--- config.mk ---
export PLATFORM = sky130hd
export DESIGN_NAME = lru_key_value_cache
export DESIGN_NICKNAME = d
export VERILOG_FILES = /design/src/hdl/lkvc_pkg.sv /design/src/hdl/lkvc_cell.sv /design/src/hdl/lru_key_value_cache.sv
export SDC_FILE = /design/constraint.sdc
export NUM_CORES = 2
export LEC_CHECK = 0
export BUFFER_PORTS_ARGS = -buffer_cell sky130_fd_sc_hd__buf_2
export CORE_MARGIN = 1.5
export CORE_UTILIZATION = 25
export DETAILED_ROUTE_END_ITERATION = 16
export GPL_TIMING_DRIVEN = 0
export PLACE_DENSITY_LB_ADDON = 0.12
export SLEW_MARGIN = 20
export SYNTH_ARGS = -nofsm -noshare
export SYNTH_HDL_FRONTEND = slang
export SYNTH_SLANG_ARGS = --single-unit
--- constraint.sdc ---
create_clock -name clk_i -period 11.65 [get_ports clk_i]
set_clock_uncertainty 0.15 [all_clocks]
set_input_delay 2.33 -clock clk_i [delete_from_list [all_inputs] [get_ports clk_i]]
set_output_delay 2.33 -clock clk_i [all_outputs]
set_load 0.03 [all_outputs]
--- src/hdl/lkvc_pkg.sv ---
`default_nettype none

package lkvc_pkg;

  localparam int KeyW = 32;
  localparam int DataW = 32;
  localparam int CapW = 5;

  localparam logic [CapW-1:0] CapReset = 5'd16;

  localparam logic ReqSet = 1'b0;
  localparam logic ReqGet = 1'b1;

  typedef struct packed {
    logic                    req_type;
    logic signed [KeyW-1:0]  req_key;
    logic signed [DataW-1:0] req_value;
  } req_t;

  typedef struct packed {
    logic                    hit;
    logic signed [DataW-1:0] read_value;
  } rsp_t;

  typedef struct packed {
    logic                    valid;
    logic signed [KeyW-1:0]  key;
    logic signed [DataW-1:0] data;
  } entry_t;

  // broadcast from the top level to every cell
  typedef struct packed {
    logic                   exec;
    logic                   is_get;
    logic                   hit;
    logic                   full;
    logic signed [KeyW-1:0] key;
  } ctl_t;

endpackage

`default_nettype wire

--- src/hdl/lkvc_cell.sv ---
`default_nettype none

module lkvc_cell (
  input  wire logic                          clk_i,
  input  wire logic                          rst_ni,
  input  wire lkvc_pkg::ctl_t                ctl_i,
  input  wire lkvc_pkg::entry_t              prev_i,
  input  wire logic                          found_i,
  input  wire logic [lkvc_pkg::DataW-1:0]    acc_i,
  output lkvc_pkg::entry_t                   ent_o,
  output logic                               found_o,
  output logic [lkvc_pkg::DataW-1:0]         acc_o
);
  import lkvc_pkg::*;

  logic                    valid_q, valid_d;
  logic signed [KeyW-1:0]  key_q;
  logic signed [DataW-1:0] data_q;
  logic                    match;
  logic                    shift;
  logic                    valid_upd;

  assign match   = valid_q && (key_q == ctl_i.key);
  assign found_o = found_i | match;
  assign acc_o   = acc_i | (match ? data_q : '0);

  // hit: cells up to the hit position take their neighbor's entry
  // miss on set: every cell behind a valid one takes its neighbor's entry
  assign shift = ctl_i.exec &&
                 (ctl_i.hit ? !found_i : ((ctl_i.is_get == ReqSet) && prev_i.valid));

  // valid prefix grows by one only on a set miss below capacity
  assign valid_upd = ctl_i.exec && !ctl_i.hit && (ctl_i.is_get == ReqSet) && !ctl_i.full;
  assign valid_d   = valid_upd ? prev_i.valid : valid_q;

  always_ff @(posedge clk_i or negedge rst_ni) begin
    if (!rst_ni) begin
      valid_q <= 1'b0;
    end else begin
      valid_q <= valid_d;
    end
  end

  always_ff @(posedge clk_i) begin
    if (shift) begin
      key_q  <= prev_i.key;
      data_q <= prev_i.data;
    end
  end

  assign ent_o.valid = valid_q;
  assign ent_o.key   = key_q;
  assign ent_o.data  = data_q;

endmodule

`default_nettype wire

--- src/hdl/lru_key_value_cache.sv ---
// a get request is registered in req_q, executes while busy_q is set, and its result is registered in out_q
// the input stalls while a request executes, so no new request is taken before the last is through; the key match
//   and the shift toward the front ripple through the chain of cells in the execute cycle
// a get result held by the receiver stalls the input until it transfers
// reset: all entries invalid (cache empty), capacity 16, no result pending
`default_nettype none

module lru_key_value_cache #(
  parameter int MaxEntries = 16
) (
  input  wire logic                        clk_i,
  input  wire logic                        rst_ni,
  input  wire logic                        cfg_we_i,
  input  wire logic [lkvc_pkg::CapW-1:0]   cfg_wdata_i,
  input  wire logic                        in_valid_i,
  output logic                             in_stall_o,
  input  wire lkvc_pkg::req_t              in_data_i,
  output logic                             out_valid_o,
  input  wire logic                        out_stall_i,
  output lkvc_pkg::rsp_t                   out_data_o
);
  import lkvc_pkg::*;

  localparam int IdxW = (MaxEntries > 1) ? $clog2(MaxEntries) : 1;
  localparam int CntW = ($clog2(MaxEntries + 1) > CapW) ? $clog2(MaxEntries + 1) : CapW;

  logic            busy_q;
  req_t            req_q;
  logic [CapW-1:0] capacity_q;
  logic            out_valid_q, out_valid_d;
  rsp_t            out_q;
  logic            accept;
  ctl_t            ctl;

  entry_t                  ent   [MaxEntries];
  entry_t                  prev  [MaxEntries];
  logic [MaxEntries:0]     found;
  logic [DataW-1:0]        acc   [MaxEntries+1];
  logic [MaxEntries-1:0]   valid_vec;

  logic [CntW-1:0] cap_ext, cap_eff, cap_m1;
  logic            full;
  logic            hit;

  assign accept     = in_valid_i && !in_stall_o;
  assign in_stall_o = busy_q || (out_valid_q && out_stall_i);

  // effective capacity saturates at the number of cells
  assign cap_ext = CntW'(capacity_q);
  assign cap_eff = (cap_ext > CntW'(MaxEntries)) ? CntW'(MaxEntries) : cap_ext;
  assign cap_m1  = cap_eff - CntW'(1);
  assign full    = (cap_eff == '0) || valid_vec[cap_m1[IdxW-1:0]];

  assign found[0] = 1'b0;
  assign acc[0]   = '0;
  assign hit      = found[MaxEntries];

  assign ctl.exec   = busy_q;
  assign ctl.is_get = req_q.req_type;
  assign ctl.hit    = hit;
  assign ctl.full   = full;
  assign ctl.key    = req_q.req_key;

  genvar g;
  generate
    for (g = 0; g < MaxEntries; g++) begin : g_cell
      if (g == 0) begin : g_front
        // the front cell is fed by the request itself
        assign prev[g].valid = 1'b1;
        assign prev[g].key   = req_q.req_key;
        assign prev[g].data  = (req_q.req_type == ReqGet) ? acc[MaxEntries]
                                                          : req_q.req_value;
      end else begin : g_rest
        assign prev[g] = ent[g-1];
      end

      lkvc_cell u_cell (
        .clk_i    (clk_i),
        .rst_ni   (rst_ni),
        .ctl_i    (ctl),
        .prev_i   (prev[g]),
        .found_i  (found[g]),
        .acc_i    (acc[g]),
        .ent_o    (ent[g]),
        .found_o  (found[g+1]),
        .acc_o    (acc[g+1])
      );

      assign valid_vec[g] = ent[g].valid;
    end
  endgenerate

  always_comb begin
    out_valid_d = out_valid_q;
    if (out_valid_q && !out_stall_i) begin
      out_valid_d = 1'b0;
    end
    if (busy_q && (req_q.req_type == ReqGet)) begin
      out_valid_d = 1'b1;
    end
  end

  always_ff @(posedge clk_i or negedge rst_ni) begin
    if (!rst_ni) begin
      busy_q      <= 1'b0;
      out_valid_q <= 1'b0;
      capacity_q  <= CapReset;
    end else begin
      busy_q      <= accept;
      out_valid_q <= out_valid_d;
      if (cfg_we_i) begin
        capacity_q <= cfg_wdata_i;
      end
    end
  end

  always_ff @(posedge clk_i) begin
    if (accept) begin
      req_q <= in_data_i;
    end
    if (busy_q && (req_q.req_type == ReqGet)) begin
      out_q.hit        <= hit;
      out_q.read_value <= acc[MaxEntries];
    end
  end

  assign out_valid_o = out_valid_q;
  assign out_data_o  = out_q;

endmodule

`default_nettype wire

# Word level (Yosys, flattened, before mapping)
# Index checks and enable logic that the tools add are counted.
totals:
  inputBits: 75
  ramBits: 0
  out_inout_bits: 35
  mem_count: 0
  latchBits: 0
  elab_cells: 221
  regBits: 1145
  rom_bits: 0
classes:
  muxes: 38
  n_reduce_logical: 77
  n_addsub: 1
  n_lt_le_gt_ge: 2
  div_mod_pow: 0
  n_shift: 0
  n_eq_ne: 16
  n_bitwise: 31
  multipliers: 0
op_table:
  columns: ["cell", "count"]
  rows:
  - ["2-to-1 mux 32 bit", 17]
  - ["== test 32 bit", 16]
  - ["OR 32 bit", 15]
  - ["logical AND 1 bit", 54]
  - ["zero test 1 bit", 19]
  - ["2-to-1 mux 1 bit", 19]
  - ["OR 1 bit", 15]
  - ["greater-than comparator 5 bit (second input constant)", 1]
  - ["zero test 5 bit", 1]
  - ["less-than comparator 4 x 5 -> 1 bit (second input constant)", 1]
  - ["2-to-1 mux 5 bit", 1]
  - ["binary-select mux 1 bit (select 4 bit)", 1]
  - ["subtractor 4 x 1 -> 4 bit (second input constant)", 1]
  - ["logical OR 1 bit", 2]
  - ["nonzero test 2 bit", 1]
  - ["NOT 1 bit", 1]

# Logic depth before layout (Yosys ltp)
depth:
  ltp_word: 21
  depth_mapped: 12
  depth_no_buf: 8

# By module
# Synthesis repeated with hierarchy kept, for this count alone.
unflattened:
  hier_cells: 3821
  hier_area_um2: 55904.9
by_module_without_submodules:
  columns: ["module", "cells_per_inst", "seq_area_each_um2", "instances", "area_per_inst_um2"]
  rows:
  - ["lkvc_cell", 227, 1946.9, 16, 3254.4]
  - ["lru_key_value_cache", 189, 3119.2, 1, 3834.9]

# Worst setup path before layout
# OpenSTA, ideal clock, no wires.
synth_timing:
  path_kind: "reg2reg"
  start: "register req_q (netlist bit ctl[0])"
  end: "register g_cell[15].u_cell.data_q[0] (enable)"
  n_path_buf: 2
  setup_slack_ns: 2.091
  stages_incl_launch_ff: 11
  period_less_slack_ns: 9.559
  setup_ns: 0.666
  required_time_ns: 10.834
  arrival_time_ns: 8.743
  cell_sequence: "edfxtp_1 > buf_4 > buf_8 > xor2_1 > nor3_1 > nand3_1 > nor3_2 > or4_1 > nor3_1 > nand3_1 > nor4b_1"
synth_via:
  elab_chain_cells: 19
  elab_cells_between_ends: 50
  cone_classes: "16 x eq/ne; 1 x mux; 15 x bitwise; 18 x reduce/logical"
synth_lines:
  columns: ["element", "line", "text"]
  rows:
  - ["start: declaration", "lru_key_value_cache.sv:28", "req_t req_q;"]
  - ["start signal: assignment", "lru_key_value_cache.sv:119", "req_q <= in_data_i;"]
  - ["== test 32 bit", "lkvc_cell.sv:23", "assign match = valid_q && (key_q == ctl_i.key);"]
  - ["logical AND 1 bit", "lkvc_cell.sv:23", null]
  - ["OR 1 bit (14 in a row)", "lkvc_cell.sv:24", "assign found_o = found_i | match;"]
  - ["OR 1 bit / zero test 1 bit (equally long branches)", "lkvc_cell.sv:24, lkvc_cell.sv:30", null]
  - ["2-to-1 mux 1 bit (*)", "lkvc_cell.sv:30", "(ctl_i.hit ? !found_i : ((ctl_i.is_get == ReqSet) && prev_i.valid));"]
  - ["logical AND 1 bit (*)", "lkvc_cell.sv:29", "assign shift = ctl_i.exec &&"]
  - ["named net g_cell[15].u_cell.shift", "lkvc_cell.sv:20", "logic shift;"]
  - ["end signal: assignment", "lkvc_cell.sv:47", "data_q <= prev_i.data;"]
  - ["end: declaration", "lkvc_cell.sv:18", "logic signed [DataW-1:0] data_q;"]
# Mark *: on every way through the listed nets, which the timed path passes. The rest lies on a longest branch.
# A chain may end at the register's enable or synchronous reset.

# Worst setup path after layout
layout_timing:
  start: "register req_q (netlist bit ctl[13])"
  end: "register g_cell[15].u_cell.key_q[14] (enable)"
layout_via:
  elab_chain_cells: 19
  elab_cells_between_ends: 50
  cone_classes: "16 x eq/ne; 1 x mux; 15 x bitwise; 18 x reduce/logical"
layout_lines:
  columns: ["element", "line", "text"]
  rows:
  - ["== test 32 bit", "lkvc_cell.sv:23", null]
  - ["logical AND 1 bit", "lkvc_cell.sv:23", null]
  - ["OR 1 bit (14 in a row)", "lkvc_cell.sv:24", null]
  - ["OR 1 bit / zero test 1 bit (equally long branches)", "lkvc_cell.sv:24, lkvc_cell.sv:30", null]
  - ["2-to-1 mux 1 bit (*)", "lkvc_cell.sv:30", null]
  - ["logical AND 1 bit (*)", "lkvc_cell.sv:29", null]
  - ["named net g_cell[15].u_cell.shift", "lkvc_cell.sv:20", null]
  - ["end signal: assignment", "lkvc_cell.sv:46", "key_q <= prev_i.key;"]
  - ["end: declaration", "lkvc_cell.sv:17", "logic signed [KeyW-1:0] key_q;"]
# Marked as above.

==> results.toml <==
[layout]
area_growth_pct = 21.9
fin_area_mm2 = 0.0543
n_fill_cell = 17200
final_util_pct = 30.8
fin_nets = 2825
drive_above_1_share_pct = 21.4
diodes = 0

[sta]
tightest_slew_ns = 1.28
period_share_pct = 56.5
max_freq_mhz = 152
hold_viol_final = 0
slew_violations = 0
rsz0062_at_grt = "false"
fin_ws_ns = 5.07
post-route-min-period_ns = 6.58
relSlewSlack_pct = 15.0
setup_violations = 0

[clock_network]
clock_latency_ns = 0.77
htreeDepth = 4
cts_root_buffer = "clkbuf_16"
numCtsBuffers = 132
numClockSinks = 1145
cts_resized = 0
cts_max_path_buffers = 3
cts_tree = "done"
ctsHoldBuffers = 0
post_cts_buffers = 0
cts.clk_slew.worst_paths_ns = 0.06

[global_route]
grt-ovfl-total = 0
grtUsageTotal_pct = 16.7
use_met3_pct = 3.65
grt_max_degree = 45
busiest_layer = "met2"
grt_pass1_vias = 25300
grt_first_pass_wirelength_um = 208000
grt_antenna_before_repair = 1
use_met1_pct = 22.0
use_met2_pct = 27.4

[drt]
antenna_left = 0
vias = 24100
wl_per_cell_um = 29.3
dr.pass1.iters = 5
finalWirelength_um = 152000
viasPerCell = 4.64
drc = 0
first_iter_violations = 2413

[setup_path]
path_class = "reg -> reg"
endpoint_kind = "flip-flop"
cp.required_ns = 11.95
path_max_fanout = 10
startpoint_type = "flip-flop"
critPathArrivalTime_ns = 6.87

[floorplan]
start_util_pct = 25.2
row_count = 154
dieHeight_um = 425
ioPinCount = 110
core_area_mm2 = 0.177
die_area_mm2 = 0.181
die_x_um = 425

[synthesis]
synth-seq-area-share_pct = 76.9
async_reset_ff_share_pct = 2.01
synthesis.area_mm2 = 0.0446
synth_edf_count = 1122
synth_fp_nets = 2463
yosysWarningCount = 0
synthCells = 2386
synth-seq-cells = 1145
synth-main-ff-cell = "edfxtp_1"
syn_avg_cell_area_um2 = 18.7
synth.distinct_cells = 42

[power_and_ir_drop]
clkPwrFrac_pct = 41.8
cell_internal_pwr_uw = 7290
pwr-share-comb_pct = 7.1
power.switching_uw = 2280
p_seq_share_pct = 51.1
peakVddDrop_mv = 0.158
p_per_area_mw_per_mm2 = 176
netSwitchingFraction_pct = 23.8
total_power_uw = 9580
power_leakage_uw = 0.0183

[placement]
pre_cts_ws_ns = 5.02
place.port_buffers = 109
post_dp_cell_area_mm2 = 0.0502
place_congestion = 0.828
dp_hpwl_um = 112000

[min_path]
hold_class = "reg -> reg"

[flow_run]
maxCapViolCount = 0

[run_status]
status = "complete, no violations"
[cells in the mapped netlist (3+ instances only)]
cell / n / area [um^2]
a21boi_0: 4 / 30.0
nor2_1: 4 / 15.0
buf_4: 22 / 165
edfxtp_1: 1122 / 33700
clkbuf_1: 53 / 199
buf_12: 6 / 120
buf_6: 16 / 180
nand4_1: 49 / 307
nand2b_1: 3 / 18.8
xnor2_1: 17 / 149
nor3_2: 13 / 130
nand2_1: 16 / 60.1
inv_1: 3 / 11.3
nor4_1: 112 / 701
nor3_1: 26 / 130
nand3_1: 33 / 165
mux2_2: 43 / 484
mux4_1: 3 / 78.8
buf_8: 23 / 345
mux2_4: 9 / 135
a221oi_1: 128 / 1120
a22o_1: 128 / 1120
a21oi_1: 10 / 50.1
xor2_1: 497 / 4350
dfrtp_1: 22 / 551
[state kept, by name (all words and copies together) (netlist names)]
name	flops
ctl	33
req_q	32
g_cell.u_cell.valid_q	16
out_valid_o	1
g_cell.u_cell.key_q	512
cap_ext	5
out_data_o	33
g_cell.u_cell.data_q	512
busy_q	1
[through the flow]
stage	setup TNS, ns	cells	hold WS, ns
floorplan	0	2386	0.276
detailed placement	0	4954	0.285
finish	0	5193	0.291
CTS	0	5193	0.294
global placement	-1994.43	4835	0.278
global route	0	5193	0.299
[cell type report]
class                   instances  area, um^2  area share [%]
inverters                       3        11.3          0.0207
multi-input cells            1117        9550            17.6
clock buffers                 166        3580            6.58
repair buffers                228        2410            4.44
well taps                    2340        2930            5.39
plain buffers                 121        1060            1.95
clock inverters                73         539           0.992
flip-flops and latches       1145       34300            63.1
[power groups by stage]
stage	clock network, uW	logic (uW)	registers, uW
floorplan	0	330	4950
global placement	0	596	5040
detailed placement	0	696	4980
CTS	4110	699	4890
global route	4260	720	4910
finish	4010	680	4890
[kinds of logic after synthesis]
group	count (synthesis)	share of synthesized area, %
AO/OA/AOI/OAI	273	5.26
XOR/XNOR	514	10.1
adder cells (fa/ha/maj)	2	0.0561
buffers and inverters	124	2.30
flip-flops	1145	76.9
multiplexers	57	1.67
AND/OR/NAND/NOR	271	3.77
[worst max-delay path, cell delays in order (launching register included)]
cell and delay [ns]:
edfxtp_1 0.39, buf_4 0.23, buf_12 0.19, xor2_1 0.16
nor4_1 0.51, nand4_1 0.20, nor3_2 0.48, buf_4 0.30
clkbuf_1 0.91, a21oi_1 0.14, nor4b_2 0.74, buf_4 0.28
buf_2 0.21, buf_4 0.17, buf_2 0.21, buf_2 0.24
buf_2 0.23, buf_2 0.24, buf_2 0.24
[layout by cell type, fill, tap and decap left out, drive strengths merged]
master	instances
edfxtp	1122
xor2	497
buf	296
clkbuf	219
a22o	128
a221oi	128
nor4	116
clkinv	60
mux2	52
nand4	49
nor3	39
nand3	34
dfrtp	22
xnor2	17
nand2	16
a21oi	10
inv	7
bufinv	5
mux4	5
clkinvlp	4
nor2	4
a21boi	4
nand2b	3
or4	3
nor4b	2
or3	2
ha	2
and3	1
a41o	1
nor2b	1
a211oi	1
o21ai	1
and2b	1
dfstp	1
[metal layers]
metal,up-vias,part of all wire (%)
met5,-,0
met4,0,2.5
met3,180,6.8
met2,1016,48
met1,12600,43
li1,10200,-
[final timing paths]
| path | slack, ns | cells after the start | endpoint | from |
|---|---|---|---|---|
| max | 5.07 | 18 | g_cell[15].u_cell.key_q[14]$_DFFE_PP_ | ctl[13]$_DFFE_PP_ |
| min | 0.29 | 0 | g_cell[6].u_cell.data_q[4]$_DFFE_PP_ | g_cell[5].u_cell.data_q[4]$_DFFE_PP_ |
| max reg2reg | 5.07 | 18 | g_cell[15].u_cell.key_q[14]$_DFFE_PP_ | ctl[13]$_DFFE_PP_ |
| min reg2reg | 0.29 | 0 | g_cell[6].u_cell.data_q[4]$_DFFE_PP_ | g_cell[5].u_cell.data_q[4]$_DFFE_PP_ |
| max in group asynchronous | 9.38 | 1 | g_cell[9].u_cell.valid_q$_DFFE_PN0P_ | rst_ni |
| min in group asynchronous | 1.47 | 1 | cap_ext[0]$_DFFE_PN0P_ | rst_ni |
(Power assumes the default switching activity.)
